--- config.mk ---
export PLATFORM = sky130hd
export DESIGN_NAME = fpa_div_cell
export DESIGN_NICKNAME = d
export VERILOG_FILES = /design/src/rtl/fpa_pkg.sv /design/src/rtl/fpa_div_cell.sv
export SDC_FILE = /design/constraint.sdc
export NUM_CORES = 1
export LEC_CHECK = 0
export BUFFER_PORTS_ARGS = -buffer_cell sky130_fd_sc_hd__buf_4
export CAP_MARGIN = 30
export CORE_AREA = 2 2 195 197
export CTS_CLUSTER_SIZE = 8
export DETAILED_ROUTE_END_ITERATION = 12
export DIE_AREA = 0 0 197 199
export GPL_TIMING_DRIVEN = 1
export PLACE_DENSITY = 0.58
export SYNTH_ARGS = -nofsm -noshare
export SYNTH_HDL_FRONTEND = slang
export SYNTH_SLANG_ARGS = --single-unit
--- constraint.sdc ---
create_clock -name clk -period 0.8 [get_ports clk]
set_input_delay 0.04 -clock clk [delete_from_list [all_inputs] [get_ports clk]]
set_output_delay 0.04 -clock clk [all_outputs]
set_load 0.05 [all_outputs]
--- src/rtl/fpa_pkg.sv ---
// shared types, constants and command codes for the fixed-point alu
package fpa_pkg;

	localparam int FRAC_BITS = 8;
	localparam int NUM_W = 32 + FRAC_BITS;
	localparam int IN_W = 72;
	localparam int OUT_W = 40;

	localparam logic [3:0] CMD_ADD = 4'd0;
	localparam logic [3:0] CMD_SUB = 4'd1;
	localparam logic [3:0] CMD_MUL = 4'd2;
	localparam logic [3:0] CMD_DIV = 4'd3;
	localparam logic [3:0] CMD_GT = 4'd4;
	localparam logic [3:0] CMD_LT = 4'd5;
	localparam logic [3:0] CMD_GE = 4'd6;
	localparam logic [3:0] CMD_LE = 4'd7;
	localparam logic [3:0] CMD_EQ = 4'd8;
	localparam logic [3:0] CMD_NE = 4'd9;
	localparam logic [3:0] CMD_INC = 4'd10;
	localparam logic [3:0] CMD_DEC = 4'd11;
	localparam logic [3:0] CMD_MIN = 4'd12;
	localparam logic [3:0] CMD_MAX = 4'd13;
	localparam logic [3:0] CMD_FROM_INT = 4'd14;
	localparam logic [3:0] CMD_TO_INT = 4'd15;

	localparam logic [1:0] ST_OK = 2'd0;
	localparam logic [1:0] ST_OVF = 2'd1;
	localparam logic [1:0] ST_DIV0 = 2'd2;

	typedef struct packed {
		logic [3:0] cmd;
		logic neg;
		logic bzero;
		logic [31:0] res;
		logic [1:0] st;
		logic cmp;
		logic [63:0] prod;
		logic [NUM_W-1:0] num;
		logic [31:0] den;
		logic [31:0] rem;
		logic [NUM_W-1:0] quo;
	} item_t;

endpackage

--- src/rtl/fpa_div_cell.sv ---
// one restoring division step: shift in a numerator bit, trial subtract
module fpa_div_cell (
	input logic clk,
	input logic arst_n,
	input logic en,
	input logic vld_in,
	input fpa_pkg::item_t item_in,
	output logic vld_q,
	output fpa_pkg::item_t item_q
);
	import fpa_pkg::*;

	item_t nxt;
	logic [32:0] trial;
	logic ge;

	always_comb begin
		nxt = item_in;
		trial = {item_in.rem, item_in.num[NUM_W-1]};
		ge = trial >= {1'b0, item_in.den};
		nxt.rem = ge ? 32'(trial - {1'b0, item_in.den}) : trial[31:0];
		nxt.num = {item_in.num[NUM_W-2:0], 1'b0};
		nxt.quo = {item_in.quo[NUM_W-2:0], ge};
	end

	always_ff @(posedge clk or negedge arst_n) begin
		if (!arst_n) begin
			vld_q <= 1'b0;
		end else if (en) begin
			vld_q <= vld_in;
		end
	end

	always_ff @(posedge clk) begin
		if (en) begin
			item_q <= nxt;
		end
	end

endmodule

Word-level counts from Yosys, hierarchy flattened. Cells that the tools add are included.

Flip-flop bits (word level): 249. Output and inout port bits: 250. Input port bits: 253. Logic and storage cells: 15.

Add/subtract/negate cells: 1. Mux-type cells: 1. Order comparisons: 1.

Operators by type and width (count): >= comparator 33 x 32 -> 1 bit (1); two-way mux 32 bit (1); subtractor 32 bit (1).

Longest topological paths before layout. Gate-level depths: netlist of the first run.

Word-level depth: 2. Mapped depth: 13. Mapped depth without buffers: 12.

Least setup slack after synthesis of the first run. OpenSTA, ideal clock, no wires.

Path kind: input -> register. Start point: input item_in[79] in the netlist's numbering. End point: register item_q[53] in the netlist's numbering, data pin. Stages: 12. Arrival: 2.549 ns. Path buffers: 2. Library setup time: 0.262 ns. Setup slack: -2.011 ns. Required time: 0.538 ns. Cell sequence: inv_1 -> ha_1 -> buf_2 -> nand4_1 -> or4_1 -> a21oi_1 -> nor3_1 -> a211oi_2 -> o21ai_2 -> o31ai_4 -> buf_4 -> mux2_1.

RTL lines: from (decl) (RTL line fpa_div_cell.sv:7) `input fpa_pkg::item_t item_in,`; to (signal assigned) (RTL line fpa_div_cell.sv:36) `item_q <= nxt;`; to (decl) (RTL line fpa_div_cell.sv:9) `output fpa_pkg::item_t item_q`.

==> flow_summary.yaml, run 1 <==
synthesis:
  synth_top_area_share_pct: 76.7
  synthesis.area_sq_mm: 0.00970
  synth_edf_count: 248
  ys_async_sr_fraction_pct: 0.402
  synth_seq_cells: 249
  yosysWarnings: 0
  synth.yosys.seq_area_share_pct: 77.0
  synth_top_area_cell: "edfxtp_1"
  ys_types: 50
  synthFlopType: "edfxtp_1"
  post-synth-top-count-cell: "edfxtp_1"
  synth_nets: 883
  yosys-top-cells-area: "edfxtp_1 77%, ha_1 4.1%, a21oi_1 2.9%"
  synthTopCellsByCount: "248 x edfxtp_1, 56 x a21oi_1, 38 x inv_1"
  avgSynthCellArea_sq_um: 16.3
  postSynthCellCount: 597
power_and_ir_drop:
  p_int_w: 0.0299
  vdd_ir_drop_max_mv: 1.59
  p_seq_share_pct: 37.8
  combPwrFrac_pct: 28.9
  clockPowerShare_pct: 33.2
  swShare_pct: 31.1
  switchingPower_w: 0.0135
  leakagePower_nw: 8.50
  powerDensity_mw_per_mm2: 2170
timing:
  rsz0062_at_grt: "true"
  setup_viol: 283
  final-max-slew-violation-count: 0
  fmaxAchievable_mhz: 448
  clock_skew_ps: 0
  setup_slack_ps: -1430
  setup_tns_ps: -128500
  finalCritPeriodShare_pct: 279
  period_needed_ps: 2230
  holdWs_ps: -139
  hold_viol_final: 1
route:
  route.vias.total: 8858
  wl_per_cell_um: 20.9
  dr.pass1.iters: 5
  wl_um: 41700
  drc: 0
  drtAntennaViolNets: 0
  drtIter0Drc: 446
  post_drt_via_cell_ratio: 4.45
clock_tree:
  insertion_delay_ps: 530
  cts_root_buffer: "clkbuf_16"
  clkTransAtPathRegs_ps: 50
  clock_sinks: 249
  cts_htree_levels: 2
  cts_made_buffers: 37
  cts_tree: "done"
  clockBufferDepth: 3
run:
  drv_cap: 0
worst_setup_path:
  cp_data_required_time_ps: 1080
  crit_chain: "buf_12, inv_12, ha_4, nand4_1, or4_1, a21oi_2, nor3_2, a211oi_2, o21ai_2, o31ai_4, buf_6, buf_12, mux2_4"
  worst-path-max-fanout: 7
  slowest_stage: "or4_1"
  path_delay_family: "simple AND/OR/NAND/NOR gates"
  cp-start-kind: "input port"
  cpPeakStageDelay_ps: 560
  worstSetupEndpointType: "flop"
  crit_type: "in -> reg"
  critPathBufInv: 4
  worstPathArrival_ps: 2520
  crit_path_frequent_cell: "buf_12"
die:
  rows: 71
  dieHeight_um: 199
  core_sq_mm: 0.0371
  die-width_um: 197
  die_area_sq_mm: 0.0392
  num_io_pins: 503
  initial_core_util_pct: 26.1
placed_design:
  post_dp_cell_area_sq_mm: 0.0150
  io_buffers: 500
  place.gp.congestion: 0.856
  dpl.hpwl_um: 27900
grt:
  grt.total_usage_pct: 20.4
  grt_pass1_vias: 9451
  antenna_found_initial: 7
  grt_overflow: 0
  grt_max_degree: 43
  grt_pass1_wl_um: 58700
status:
  status: "complete, but fails checks"
  violations: "hold timing, setup timing"
cells_and_area:
  syn2layout_area_growth_pct: 106
  final_util_pct: 53.9
  seq_area_sq_mm: 0.00747
  fill_cells: 2960
  final_area_sq_mm: 0.0200
  nets: 1781
  multi_input_area_sq_mm: 0.00233
  drive_above_1_share_pct: 48.8
worst_hold_path:
  holdCritPathClass: "in -> reg"
[layout make-up]
cell class | instances | share of cell area, %
timing repair buffer | 878 | 41.9
sequential | 249 | 37.4
multi-input combinational | 291 | 11.7
clock buffer | 52 | 5.02
tap | 474 | 2.97
inverter | 38 | 0.826
clock inverter | 3 | 0.200
antenna | 4 | 0.0501
[metrics by stage]
stage,hold slack [ps],total power (W),worst slack [ps],instances
2_1_floorplan,-256,0.0222,-1890,597
3_3_place_gp,-183,0.0265,-2170,1661
3_5_place_dp,-178,0.0266,-2250,1661
4_1_cts,-312,0.0433,-1470,1972
5_1_grt,-170,0.0448,-1510,1987
6_report,-139,0.0434,-1430,1989
[sequential cells by signal, summed over array words and instances (netlist names)]
signal	count
item_q	248
vld_q	1
[power by group through the flow]
| stage | combinational, W | sequential [W] | clock (W) |
|---|---|---|---|
| after floorplan | 0.00174 | 0.0204 | 0 |
| after global placement | 0.0102 | 0.0164 | 0 |
| after detailed placement | 0.0102 | 0.0164 | 0 |
| after CTS | 0.0123 | 0.0164 | 0.0147 |
| after global routing | 0.0131 | 0.0165 | 0.0153 |
| final | 0.0126 | 0.0164 | 0.0144 |
[routing by layer]
layer / GRT usage (%) / part of all wire [%] / vias up / routed length (um)
met2: 35.2 / 51 / 383 / 21100
met4: 12.9 / 5.7 / 4 / 2370
met5: 0 / 0.074 / - / 31
met3: 5.78 / 7.3 / 104 / 3050
li1: - / - / 4064 / -
met1: 22.1 / 36 / 4303 / 15100
[logic make-up after synthesis]
logic type	after synthesis	share of synthesized area, %
AOI/OAI and AO/OA	119	7.54
xor gates and xnor gates	27	2.44
adders and majority gates	33	4.33
buffers and inverters	57	2.48
DFF	249	77.0
muxes	12	1.38
other	1	0.0386
and+or+nand+nor	99	4.80
[layout by cell type, fill, tap and decap left out, types with 5 or more instances in the layout]
| cell | instances |
|---|---|
| a21o_1 | 12 |
| a21oi_1 | 39 |
| a21oi_2 | 15 |
| buf_12 | 6 |
| buf_4 | 342 |
| buf_6 | 268 |
| buf_8 | 10 |
| clkbuf_1 | 14 |
| clkbuf_16 | 38 |
| dlygate4sd3_1 | 252 |
| edfxtp_1 | 248 |
| ha_1 | 23 |
| ha_4 | 9 |
| inv_1 | 29 |
| mux2_4 | 10 |
| nand2_1 | 25 |
| nand3_1 | 8 |
| nand4_1 | 8 |
| nor2_1 | 29 |
| nor2_2 | 5 |
| o21a_1 | 6 |
| o21ai_0 | 13 |
| xnor2_1 | 14 |
| xor2_1 | 12 |
[what timing repair did]
action | in CTS | in global routing
hold buffers | 250 | 3
hold endpoints to repair | 253 | 3
buffers inserted | 6 | 13
gates cloned | 1 | 0
pin swaps | 16 | 18
endpoints found under the setup margin | 282 | 287
gates resized for setup | 304 | 48
[path summary, 6_finish.rpt]
path                              startpoint              endpoint  slack, ps  cells past startpoint
max in group asynchronous             arst_n     vld_q$_DFFE_PN0P_        250                      3
min in group asynchronous             arst_n     vld_q$_DFFE_PN0P_        430                      3
max reg2reg                vld_q$_DFFE_PN0P_     vld_q$_DFFE_PN0P_         20                      1
min                              item_in[71]  item_q[69]$_DFFE_PP_       -140                      3
max                              item_in[79]  item_q[43]$_DFFE_PP_      -1430                     13
min reg2reg                vld_q$_DFFE_PN0P_     vld_q$_DFFE_PN0P_        540                      1
Power figures use the tool's default switching activity.
==> run 2: changes to the inputs <==
==> config.mk (replaced) <==
export PLATFORM = sky130hd
export DESIGN_NAME = fpa_div_cell
export DESIGN_NICKNAME = d
export VERILOG_FILES = /design/src/rtl/fpa_pkg.sv /design/src/rtl/fpa_div_cell.sv
export SDC_FILE = /design/constraint.sdc
export NUM_CORES = 1
export LEC_CHECK = 0
export BUFFER_PORTS_ARGS = -buffer_cell sky130_fd_sc_hd__buf_2
export CAP_MARGIN = 30
export CORE_AREA = 10 10 187 189
export CTS_CLUSTER_SIZE = 8
export DETAILED_ROUTE_END_ITERATION = 12
export DIE_AREA = 0 0 197 199
export GPL_TIMING_DRIVEN = 1
export PLACE_DENSITY = 0.66
export SYNTH_ARGS = -nofsm -noshare
export SYNTH_HDL_FRONTEND = slang
export SYNTH_SLANG_ARGS = --single-unit
==> run 2 against run 1 <==
The run still ends with hold timing, setup timing left. Critical path depth is the same. Sequential cell count is the same. Die area is the same. Register-to-register slack is essentially flat. Clock-buffer cell count shrank 8. Non-clock buffer count is the same. Sequential share of layout area grew 1.6 points. Critical path type unchanged.
==> flow_summary.yaml, run 2 (synthesis results as in run 1) <==
route:
  highest_layer: "met5"
  dr_wl_met3_um: 3740
  route.vias.total: 9051
  drt-met1-wl_um: 15900
  wl_um: 46300
  post_drt_via_cell_ratio: 4.74
  drtAntennaViolNets: 0
  drtIter0Drc: 503
  dr_wl_met2_um: 24500
  drc: 0
  wl_per_cell_um: 24.3
  dr.pass1.iters: 5
die:
  dieHeight_um: 199
  rows: 65
  die_area_sq_mm: 0.0392
  num_io_pins: 503
  core_sq_mm: 0.0312
  initial_core_util_pct: 31.1
  die-width_um: 197
clock_tree:
  clkTransAtPathRegs_ps: 60
  insertion_delay_ps: 490
  hold_buffers: 247
  cts_root_buffer: "clkbuf_16"
  cts_made_buffers: 37
  clockBufferDepth: 3
  cts_htree_levels: 2
  cts_tree: "done"
  clock_sinks: 249
worst_setup_path:
  cp_num_cells: 13
  cpPeakStageDelay_ps: 590
  cp-start-kind: "input port"
  crit_end: "item_q[47]$_DFFE_PP_"
  cp_data_required_time_ps: 1050
  r2r_start: "vld_q$_DFFE_PN0P_"
  worstSetupEndpointType: "flop"
  worst-path-max-fanout: 5
  r2r_end: "vld_q$_DFFE_PN0P_"
  slowest_stage: "or4_4"
  crit_type: "in -> reg"
  critPathBufInv: 4
  worstPathArrival_ps: 2540
  path_delay_family: "simple AND/OR/NAND/NOR gates"
  reg2reg_setup_slack_ps: 10
  crit_chain: "buf_8, inv_4, ha_4, nand4_1, or4_4, a21oi_4, nor3_4, a211oi_2, o21ai_2, o31ai_4, buf_6, buf_12, mux2_4"
  startpoint: "item_in[80]"
  worstRegToRegCells: 1
status:
  violations: "hold timing, setup timing"
  status: "complete, but fails checks"
timing:
  clock_skew_ps: 0
  setup_viol: 282
  rsz0062_at_grt: "true"
  fmaxAchievable_mhz: 437
  finalCritPeriodShare_pct: 286
  holdWs_ps: -40.9
  final-max-slew-violation-count: 0
  period_needed_ps: 2290
  setup_slack_ps: -1490
  hold_viol_final: 3
cells_and_area:
  largest_register_ffs: 248
  drive_above_1_share_pct: 48.4
  final_util_pct: 61.4
  nets: 1781
  mostFrequentLayoutCells: "259 x buf_6, 248 x edfxtp_1, 246 x dlygate4sd3_1"
  final_area_sq_mm: 0.0192
  final_common_cell: "buf_6"
  syn2layout_area_growth_pct: 97.6
  reg.largest.list: "item_q (248), vld_q (1)"
  largest-register: "item_q"
  fill_cells: 2251
placed_design:
  place.gp.congestion: 0.892
  post_dp_cell_area_sq_mm: 0.0137
  dpl_worst_slack_ps: -2190
  io_buffers: 500
  dpl.hpwl_um: 30800
grt:
  antenna_found_initial: 9
  grt_overflow: 0
  grt_pass1_vias: 9780
  grt_max_degree: 53
  grt.total_usage_pct: 22.6
  grt_pass1_wl_um: 66300
worst_hold_path:
  holdCritPathClass: "in -> reg"
power_and_ir_drop:
  vdd_ir_drop_max_mv: 1.90
  powerDensity_mw_per_mm2: 2220
  p_total_w: 0.0425
  leakagePower_nw: 8.28
run:
  drv_cap: 0
## run 2: stage by stage
step | TNS [ps] | std cells
global placement | -71070 | 1599
global route | -133230 | 1910
CTS | -124520 | 1900
floorplan | -59540 | 597
detailed placement | -73020 | 1599
finish | -120870 | 1911
## run 2: how the worst min path moves through the flow
stage | cells after the start | start | slack [ps] | endpoint
finish | 3 | item_in[65] | -40 | item_q[66]$_DFFE_PP_
CTS | 3 | item_in[69] | -70 | item_q[70]$_DFFE_PP_
global route | 3 | item_in[69] | -60 | item_q[70]$_DFFE_PP_
global placement | 1 | arst_n | -170 | vld_q$_DFFE_PN0P_
floorplan | 0 | arst_n | -260 | vld_q$_DFFE_PN0P_
detailed placement | 1 | arst_n | -170 | vld_q$_DFFE_PN0P_
## run 2: metal layers
metal  vias to the layer above  global-route usage (%)
met1                      4422                    23.2
met4                         8                    11.0
met2                       459                    40.9
met3                       104                    7.11
li1                       4058                       -
met5                         -                       0
## run 2: worst min-delay path: stages
cell	delay (ps)
buf_2	90
buf_4	100
mux2_4	130
## run 2: area by class of cell
type | count | area, sq um | share of cell area, %
Tap cell | 402 | 503 | 2.62
Clock buffer | 44 | 962 | 5.02
Sequential cell | 249 | 7470 | 39.0
Antenna cell | 6 | 15.0 | 0.0783
Inverter | 38 | 160 | 0.835
Clock inverter | 3 | 21.3 | 0.111
Timing Repair Buffer | 878 | 7740 | 40.4
Multi-Input combinational cell | 291 | 2300 | 12.0
## run 2: report_power, final
group,leakage (nW),internal [W],total [W],switching [W]
Combinational,5.36,0.00506,0.0122,0.00718
Sequential,2.44,0.0158,0.0164,0.000640
Clock,0.481,0.00835,0.0138,0.00550
## run 2: timing repair
item                                    in CTS  in global routing
hold endpoints to repair                   252                  3
pin swaps                                   12                 18
endpoints found under the setup margin     282                286
cloned                                       2                  1
gates resized for setup                    549                 23
setup buffers                                5                  7
