[config.mk]
export PLATFORM = sky130hd
export DESIGN_NAME = fpa_post
export DESIGN_NICKNAME = d
export VERILOG_FILES = /design/src/rtl/fpa_pkg.sv /design/src/rtl/fpa_post.sv
export SDC_FILE = /design/constraint.sdc
export NUM_CORES = 1
export LEC_CHECK = 0
export ABC_AREA = 0
export BUFFER_PORTS_ARGS = -buffer_cell sky130_fd_sc_hd__clkbuf_2
export CAP_MARGIN = 25
export CELL_PAD_IN_SITES_DETAIL_PLACEMENT = 1
export CELL_PAD_IN_SITES_GLOBAL_PLACEMENT = 2
export CORE_ASPECT_RATIO = 1.1
export CORE_MARGIN = 8
export CORE_UTILIZATION = 28
export CTS_CLUSTER_DIAMETER = 80
export CTS_CLUSTER_SIZE = 8
export DETAILED_ROUTE_END_ITERATION = 8
export PLACE_DENSITY_LB_ADDON = 0.1
export SYNTH_ARGS = -nofsm -noshare
export SYNTH_HDL_FRONTEND = slang
export SYNTH_SLANG_ARGS = --single-unit
[constraint.sdc]
create_clock -name clk -period 1.5 [get_ports clk]
set_clock_uncertainty 0.1 [all_clocks]
set_input_delay 0.15 -clock clk [delete_from_list [all_inputs] [get_ports clk]]
set_output_delay 0.15 -clock clk [all_outputs]
set_load 0.005 [all_outputs]
[src/rtl/fpa_pkg.sv]
// shared types, constants and command codes for the fixed-point alu
package fpa_pkg;

	localparam int FRAC_BITS = 8;
	localparam int NUM_W = 32 + FRAC_BITS;
	localparam int IN_W = 72;
	localparam int OUT_W = 40;

	localparam logic [3:0] CMD_ADD = 4'd0;
	localparam logic [3:0] CMD_SUB = 4'd1;
	localparam logic [3:0] CMD_MUL = 4'd2;
	localparam logic [3:0] CMD_DIV = 4'd3;
	localparam logic [3:0] CMD_GT = 4'd4;
	localparam logic [3:0] CMD_LT = 4'd5;
	localparam logic [3:0] CMD_GE = 4'd6;
	localparam logic [3:0] CMD_LE = 4'd7;
	localparam logic [3:0] CMD_EQ = 4'd8;
	localparam logic [3:0] CMD_NE = 4'd9;
	localparam logic [3:0] CMD_INC = 4'd10;
	localparam logic [3:0] CMD_DEC = 4'd11;
	localparam logic [3:0] CMD_MIN = 4'd12;
	localparam logic [3:0] CMD_MAX = 4'd13;
	localparam logic [3:0] CMD_FROM_INT = 4'd14;
	localparam logic [3:0] CMD_TO_INT = 4'd15;

	localparam logic [1:0] ST_OK = 2'd0;
	localparam logic [1:0] ST_OVF = 2'd1;
	localparam logic [1:0] ST_DIV0 = 2'd2;

	typedef struct packed {
		logic [3:0] cmd;
		logic neg;
		logic bzero;
		logic [31:0] res;
		logic [1:0] st;
		logic cmp;
		logic [63:0] prod;
		logic [NUM_W-1:0] num;
		logic [31:0] den;
		logic [31:0] rem;
		logic [NUM_W-1:0] quo;
	} item_t;

endpackage

[src/rtl/fpa_post.sv]
// final stage: rounding, sign, saturation and output register
module fpa_post (
	input logic clk,
	input logic arst_n,
	input logic en,
	input logic vld_in,
	input fpa_pkg::item_t item_in,
	output logic vld_q,
	output logic [31:0] result_q,
	output logic cmp_q,
	output logic [1:0] st_q
);
	import fpa_pkg::*;

	logic [63:0] mul_m;
	logic rnd;
	logic [63:0] div_m;
	logic [63:0] m;
	logic [31:0] res;
	logic [1:0] st;

	always_comb begin
		mul_m = (item_in.prod + (64'd1 << (FRAC_BITS - 1))) >> FRAC_BITS;
		rnd = {item_in.rem, 1'b0} >= {1'b0, item_in.den};
		div_m = 64'(item_in.quo) + 64'(rnd);
		m = (item_in.cmd == CMD_MUL) ? mul_m : div_m;
		res = item_in.res;
		st = item_in.st;
		if (item_in.cmd == CMD_MUL || item_in.cmd == CMD_DIV) begin
			st = ST_OK;
			if (item_in.cmd == CMD_DIV && item_in.bzero) begin
				st = ST_DIV0;
				res = '0;
			end else if (item_in.neg) begin
				if (m > 64'h8000_0000) begin
					st = ST_OVF;
					res = 32'h8000_0000;
				end else begin
					res = 32'(-m[32:0]);
				end
			end else begin
				if (m > 64'h7fff_ffff) begin
					st = ST_OVF;
					res = 32'h7fff_ffff;
				end else begin
					res = m[31:0];
				end
			end
		end
	end

	always_ff @(posedge clk or negedge arst_n) begin
		if (!arst_n) begin
			vld_q <= 1'b0;
		end else if (en) begin
			vld_q <= vld_in;
		end
	end

	always_ff @(posedge clk) begin
		if (en) begin
			result_q <= res;
			cmp_q <= item_in.cmp;
			st_q <= st;
		end
	end

endmodule

; Yosys cells after proc, flatten, opt, wreduce, memory -nomap -nowiden
; Cells that the tools add are included.
[op_classes]
add_sub_neg = 3
n_lt_le_gt_ge = 3
n_eq_ne = 2
n_mux = 11
reduce_logical = 2
[ops]
columns = op, n
row1 = 2-to-1 mux 32 bit, 5
row2 = "adder 64 x 8 -> 64 bit, second input constant", 1
row3 = "> comparator 56 x 31 -> 1 bit, second input constant", 1
row4 = "> comparator 56 x 32 -> 1 bit, second input constant", 1
row5 = 2-to-1 mux 56 bit, 1
row6 = adder 40 x 1 -> 41 bit, 1
row7 = greater-or-equal comparator 33 x 32 -> 1 bit, 1
row8 = negation 32 bit, 1
row9 = "equality test 4 x 2 -> 1 bit, second input constant", 2
row10 = 2-to-1 mux 2 bit, 3
row11 = 2-to-1 mux 1 bit, 2
row12 = logical AND 1 bit, 1
row13 = logical OR 1 bit, 1
[word_totals]
regBits = 36
inputBits = 253
out_inout_bits = 36
word_cells = 25

; Depth between registers and ports, before layout
; Gate-level depths: netlist of the first run.
[logic_depth]
ltp_word = 8
ltp_mapped = 27
mapped_depth_nobuf = 24

; Worst setup path after synthesis of the first run
; No wires, ideal clock.
[synth_path]
path_kind = input port to flip-flop
from = input port item_in[90] (netlist name)
to = register result_q[22] (data pin)
setup_time_ps = 256
arrival_ps = 5043
t_required_ps = 1144
setup_slack_ps = -3899
path_stages = 27
path_buffers = 3
path_cell_list = inv_1 > ha_1 > a21o_1 > a21o_1 > a21o_1 > a21o_1 > a21o_1 > a21oi_1 > nor2b_1 > a2111oi_0 > a21oi_1 > or4_1 > ha_1 > ha_1 > nand3_1 > xnor2_1 > nor2_1 > a32oi_1 > nor4_4 > and4_1 > buf_2 > nand4_4 > nor2_1 > o221a_2 > buf_6 > buf_6 > a22o_1
[synth_via]
elab_chain_len = 8
elab_cells_between_ends = 11
cone_classes = add/sub (2) / order compare (3) / mux (6)
[synth_rtl]
columns = item, line
row1 = "start, declared", fpa_post.sv:7  ; input fpa_pkg::item_t item_in,
row2 = greater-or-equal comparator 33 x 32 -> 1 bit *, fpa_post.sv:24  ; rnd = {item_in.rem, 1'b0} >= {1'b0, item_in.den};
row3 = adder 40 x 1 -> 41 bit *, fpa_post.sv:25  ; div_m = 64'(item_in.quo) + 64'(rnd);
row4 = 2-to-1 mux 56 bit *, fpa_post.sv:26  ; m = (item_in.cmd == CMD_MUL) ? mul_m : div_m;
row5 = "> comparator 56 x 31 -> 1 bit, or another cell as far along", fpa_post.sv:42  ; if (m > 64'h7fff_ffff) begin
row6 = 2-to-1 mux 32 bit (on tied branches), "fpa_post.sv:42, fpa_post.sv:35"
row7 = 2-to-1 mux 32 bit *, fpa_post.sv:34  ; end else if (item_in.neg) begin
row8 = 2-to-1 mux 32 bit *, fpa_post.sv:31  ; if (item_in.cmd == CMD_DIV && item_in.bzero) begin
row9 = 2-to-1 mux 32 bit *, fpa_post.sv:29  ; if (item_in.cmd == CMD_MUL || item_in.cmd == CMD_DIV) begin
row10 = via res[22], fpa_post.sv:19  ; logic [31:0] res;
row11 = "end signal, assigned", fpa_post.sv:62  ; result_q <= res;
row12 = "end, declared", fpa_post.sv:9  ; output logic [31:0] result_q,
; The timed path passes the listed nets; every way through them passes the cells marked *.
; A chain may end at the register's enable or synchronous reset.

; Worst setup path after layout of the first run
[layout_path]
from = input port item_in[57] (netlist name)
to = register result_q[15] (data pin)
; Same word-level chain as after synthesis.

==> results.json, run 1 <==
{
  "yosysWarningCount": 0,
  "postSynthCellCount": 794,
  "slew_headroom": 0.469,
  "async_flop_share": 0.0278,
  "die_w_um": 159,
  "dp_hpwl_mm": 23.9,
  "yosysMostFrequentCell": "nand2_1",
  "clk_path_buf_depth": 2,
  "p_switching_mw": 1.42,
  "grt_max_degree": 33,
  "hold_start": "vld_in",
  "status": "complete, but fails checks",
  "synthTopCellsByArea": "edfxtp_1 17%, xnor2_1 7.3%, ha_1 7.2%",
  "holdCritPathClass": "in -> reg",
  "fmax_mhz": 207,
  "synth_edf_count": 35,
  "ant_nets": 0,
  "area_growth_pct": 70.1,
  "rows": 57,
  "tightest_slew_ps": 787,
  "register_area_um2": 1080,
  "mappedNetlistNets": 1083,
  "wl_mm": 28.6,
  "leakage_nw": 4.95,
  "yosys-top-cells-count": "68 x nand2_1, 52 x xnor2_1, 47 x inv_1, 47 x nand3_1, 44 x nor2_1",
  "start_kind": "input port",
  "die_h_um": 173,
  "yosysUniqueCellTypes": 80,
  "ir_drop_mv": 0.504,
  "yosysTopAreaCellShare": 0.168,
  "nFillCells": 2745,
  "avgRoutedWirePerCell_um": 17.9,
  "crit_type": "in -> reg",
  "yosys.area.top_type": "edfxtp_1",
  "drt_iter0_drc": 200,
  "power.total_mw": 4.53,
  "fin_nets": 1592,
  "crit-reg2reg-launch": "vld_q",
  "via_count": 8012,
  "initial_core_util": 0.284,
  "portBuffers": 241,
  "drc_errors": 0,
  "internal_power_mw": 3.11,
  "worstPathMaxFanout": 6,
  "setup_slack_ps": -3330,
  "worstPathRequired_ps": 1440,
  "viasPerCell": 5.00,
  "placed_area_um2": 9810,
  "avgSynthCellArea_um2": 7.88,
  "period_minus_slack_ps": 4830,
  "core_um2": 22000,
  "clock_latency_ps": 280,
  "violations": "negative setup slack",
  "dieArea_um2": 27400,
  "fin_util": 0.483,
  "post-place-ws_ps": -4050,
  "antenna_found_initial": 2,
  "numCtsBuffers": 5,
  "htree_levels": 2,
  "grt_pass1_vias": 8812,
  "timing.final.crit_share": 3.22,
  "hold_ws_ps": 1.49,
  "p_seq_frac": 0.272,
  "power_frac_comb": 0.468,
  "pwr-share-clk": 0.260,
  "setup_violations": 33,
  "powerDensity_nw_per_um2": 426,
  "synthFlopType": "edfxtp_1",
  "ys_ff_latch": 36,
  "synth_area_um2": 6260,
  "drv_cap": 0,
  "endpoint_kind": "flop",
  "stdcell_area_um2": 10600,
  "ys_seq_area_frac": 0.172,
  "path_clk_slew_ps": 50,
  "grt_usage": 0.203,
  "multi_input_area_um2": 5220,
  "cts_tree": "done",
  "hold_viol": 0,
  "grt_pass1_wl_mm": 45.2,
  "grt_overflow": 0,
  "num_io_pins": 289,
  "clkSinkCount": 36,
  "switching_share": 0.314,
  "cts_root_buf": "clkbuf_16",
  "drv_slew": 0,
  "rsz0062_at_grt": "true",
  "arrival_ps": 4760,
  "startpoint": "item_in[57]",
  "gp_congestion": 0.869,
  "drive_above_1_share": 0.490,
  "drtPass1Iterations": 4
}
placed cells by master (no fill, tap or decap), types with 25 or more instances in the layout:
| master | count |
|---|---|
| ha_1 | 31 |
| inv_1 | 46 |
| edfxtp_1 | 35 |
| nand4_1 | 38 |
| xnor2_1 | 49 |
| nand3_1 | 45 |
| clkbuf_2 | 239 |
| xor2_1 | 38 |
| nor3_1 | 25 |
| nor2_1 | 41 |
| buf_4 | 277 |
| nand2_1 | 67 |
per-stage QoR:
stage	instances	setup TNS, ps
after global routing	1601	-115060
after global placement	1562	-128840
after CTS	1597	-109620
after detailed placement	1562	-132200
after floorplan	794	-114020
final	1601	-107800
routing by layer:
layer,global-route usage,part of all wire
met1,0.234,0.41
met2,0.373,0.51
met3,0.0334,0.057
met4,0.0570,0.022
met5,0,0
worst paths after layout:
check / to / slack (ps) / cells after the start
worst max register to register: vld_q / 660 / 1
worst min-delay path: vld_q / 1 / 2
worst max-delay path: result_q[15] / -3330 / 27
worst min register to register: vld_q / 410 / 1
max in group asynchronous: vld_q / 1120 / 2
min in group asynchronous: vld_q / 90 / 2
sequential cells by signal, summed over array words and instances (netlist names):
name / flops
cmp_q: 1
result_q: 32
st_q: 2
vld_q: 1
power groups by stage:
stage | clock [mW] | sequential (mW) | combinational (mW)
after CTS | 1.20 | 1.24 | 2.11
after global placement | 0 | 1.25 | 1.96
final | 1.18 | 1.23 | 2.12
after global routing | 1.22 | 1.24 | 2.33
after detailed placement | 0 | 1.26 | 2.01
after floorplan | 0 | 1.27 | 0.808
cells by family (layout without fill, tap and decap cells):
family	after synthesis	count (layout)	share of synthesized area
AO/OA/AOI/OAI	164	164	0.192
XOR/XNOR	90	90	0.126
adder cells (fa/ha/maj)	36	36	0.0720
buffers and inverters	85	594	0.0594
flip-flops	36	36	0.172
multiplexers	26	26	0.0426
other	0	2	0
AND/OR/NAND/NOR	357	358	0.336
layout make-up:
class	instances	share of cell area
diodes	2	0.000470
clock buffers	6	0.0121
clock inverters	2	0.00329
inverters	48	0.0174
multi-input cells	674	0.490
flip-flops and latches	36	0.101
well taps	295	0.0347
repair buffers	538	0.341
worst max-delay path, stage by stage:
cell and delay [ps]:
buf_6 100, ha_4 230, a21o_1 150, a21o_1 180
a21o_1 170, a21o_1 170, a21o_1 180, a21oi_2 140
nor2b_2 60, a2111oi_2 270, a21oi_1 110, or4_4 460
ha_4 200, ha_4 180, buf_4 150, nand4_1 120
nor4_2 80, nand2_1 90, xor2_1 90, a32o_2 240
and4bb_2 270, nand4_4 160, nor2_4 50, o221a_4 270
buf_12 150, clkbuf_16 150, a22o_1 200
timing repair:
item / 4_1_cts / 5_1_grt
pin swaps: 20 / 14
hold buffers: 2 / 0
endpoints found under the hold margin: 2 / 0
setup buffers: 21 / 3
endpoints found under the setup margin: 33 / 33
resized for setup: 60 / 21
cloned: 5 / 1
Note: power is estimated with default switching activity, not from simulation.
==> run 2: changes to the inputs <==
--- a/config.mk
+++ b/config.mk
@@ -13,10 +13,10 @@
 export CORE_ASPECT_RATIO = 1.1
 export CORE_MARGIN = 8
 export CORE_UTILIZATION = 28
-export CTS_CLUSTER_DIAMETER = 80
+export CTS_CLUSTER_DIAMETER = 50
 export CTS_CLUSTER_SIZE = 8
 export DETAILED_ROUTE_END_ITERATION = 8
-export PLACE_DENSITY_LB_ADDON = 0.1
+export PLACE_DENSITY = 0.95
 export SYNTH_ARGS = -nofsm -noshare
 export SYNTH_HDL_FRONTEND = slang
 export SYNTH_SLANG_ARGS = --single-unit
==> run 2 against run 1 <==
  * The flow still finishes with violations (negative setup slack)
  * Register-to-register slack about the same
  * Hold slack improved by 47 ps
  * Routed wire length increased by 19%
  * Sequential power about the same
  * Global-route usage increased by 2.2 points
  * Flip-flop and latch count unchanged
  * Combinational power increased by 7%
  * Fmax decreased by 4.7%
  * Non-clock buffer count increased by 17
  * Clock power about the same
  * Die area unchanged
  * Critical endpoint is now result_q[28]
  * Largest power group unchanged
==> results.json, run 2 (same netlist as run 1, synthesis figures left out) <==
{
  "mostFrequentLayoutCell": "buf_4",
  "path_common_cell": "a21o_1",
  "top_regs": "result_q: 32 flops, st_q: 2 flops",
  "slew_headroom": 0.453,
  "grt_pass1_wl_mm": 49.6,
  "portBuffers": 241,
  "worstPathRequired_ps": 1430,
  "pwr-share-clk": 0.253,
  "wl_mm": 34.0,
  "arrival_ps": 5000,
  "switching_share": 0.332,
  "grt_max_degree": 35,
  "reg2reg_depth": 1,
  "drt_iter0_drc": 462,
  "drv_slew": 0,
  "max_stage_delay_ps": 450,
  "timing.final.crit_share": 3.38,
  "start_kind": "input port",
  "endpoint_kind": "flop",
  "drv_cap": 0,
  "hold_viol": 0,
  "ir_drop_mv": 0.376,
  "fin_tns_setup_ps": -115890,
  "clk_path_buf_depth": 2,
  "grt_overflow": 0,
  "r2r_end": "vld_q",
  "core_um2": 22000,
  "final_cell_mix": "288 x buf_4, 240 x clkbuf_2, 64 x nand2_1",
  "largest_reg_flops": 32,
  "via_count": 8716,
  "setup_slack_ps": -3560,
  "rows": 57,
  "p_seq_frac": 0.263,
  "num_io_pins": 289,
  "internal_power_mw": 3.14,
  "tightest_slew_ps": 800,
  "drc_errors": 0,
  "path_clk_slew_ps": 60,
  "regMostFlops": "result_q",
  "power_frac_comb": 0.483,
  "dieArea_um2": 27400,
  "gp_congestion": 0.943,
  "drive_above_1_share": 0.506,
  "initial_core_util": 0.284,
  "grt_usage": 0.225,
  "fin_nets": 1609,
  "die_h_um": 173,
  "period_minus_slack_ps": 5060,
  "nFillCells": 2717,
  "clock_latency_ps": 290,
  "hold_ws_ps": 48.2,
  "violations": "negative setup slack",
  "worstPathMaxFanout": 5,
  "startpoint": "item_in[82]",
  "critPathCapture": "result_q[28]",
  "fmax_mhz": 197,
  "cpLargestDelayFamily": "simple AND/OR/NAND/NOR gates",
  "ant_nets": 0,
  "antenna_found_initial": 4,
  "dp_hpwl_mm": 25.4,
  "avgRoutedWirePerCell_um": 21.0,
  "reg2reg_slack_ps": 650,
  "holdCritPathClass": "in -> reg",
  "powerDensity_nw_per_um2": 432,
  "cts_tree": "done",
  "status": "complete, but fails checks",
  "grt_pass1_vias": 9397,
  "clkSinkCount": 36,
  "leakage_nw": 5.04,
  "viasPerCell": 5.39,
  "drtPass1Iterations": 5,
  "critPathBufInv": 3,
  "crit_cells": 26,
  "numCtsBuffers": 5,
  "crit_type": "in -> reg",
  "htree_levels": 2,
  "cts_root_buf": "clkbuf_16",
  "p_switching_mw": 1.56,
  "setup_violations": 33,
  "rsz0062_at_grt": "true",
  "stdcell_area_um2": 10900,
  "die_w_um": 159,
  "placed_area_um2": 9890,
  "crit-reg2reg-launch": "vld_q",
  "cpMaxStageDelayCell": "or4_4",
  "area_growth_pct": 74.1
}
## run 2: final cells by class
cell class | count | area (um^2) | area share
Clock buffer | 6 | 129 | 0.0118
Tap cell | 295 | 369 | 0.0339
Inverter | 48 | 185 | 0.0170
Timing Repair Buffer | 555 | 3800 | 0.349
Sequential cell | 36 | 1080 | 0.0988
Multi-Input combinational cell | 674 | 5290 | 0.485
Clock inverter | 2 | 35.0 | 0.00322
Antenna cell | 2 | 5.00 | 0.000460
## run 2: power by group through the flow
| stage | clock, mW | sequential, mW | combinational [mW] |
|---|---|---|---|
| after floorplan | 0 | 1.27 | 0.808 |
| after global placement | 0 | 1.25 | 1.93 |
| after detailed placement | 0 | 1.26 | 2.03 |
| after CTS | 1.19 | 1.24 | 2.12 |
| after global routing | 1.24 | 1.25 | 2.44 |
| final | 1.19 | 1.24 | 2.27 |
## run 2: metal layers
metal,part of all wire,track usage
met4,0.049,0.0972
met2,0.53,0.421
met5,0.00068,0
met3,0.055,0.0324
met1,0.37,0.243
## run 2: how the worst min path moves through the flow
stage	from	to	slack, ps	cells past startpoint
floorplan	arst_n	vld_q	-250	0
global placement	arst_n	vld_q	-170	1
detailed placement	arst_n	vld_q	-170	1
CTS	en	cmp_q	50	1
global route	item_in[209]	st_q[0]	50	2
finish	item_in[209]	st_q[0]	50	2
## run 2: what timing repair did
| item | in CTS | in global routing |
|---|---|---|
| hold buffers | 3 | 0 |
| buffers inserted | 16 | 12 |
| endpoints found under the hold margin | 3 | 0 |
| gates cloned | 5 | 2 |
| resized for setup | 41 | 61 |
| pin swaps | 23 | 49 |
| setup endpoints to repair | 33 | 33 |
## run 2: metrics by stage
stage                     std cells  power [mW]  utilization  setup slack, ps
final                          1618        4.70        0.494            -3560
after global routing           1618        4.92        0.494            -3830
after CTS                      1605        4.56        0.477            -3360
after detailed placement       1573        3.29        0.449            -3950
after global placement         1573        3.18        0.449            -3850
after floorplan                 794        2.07            -            -3500
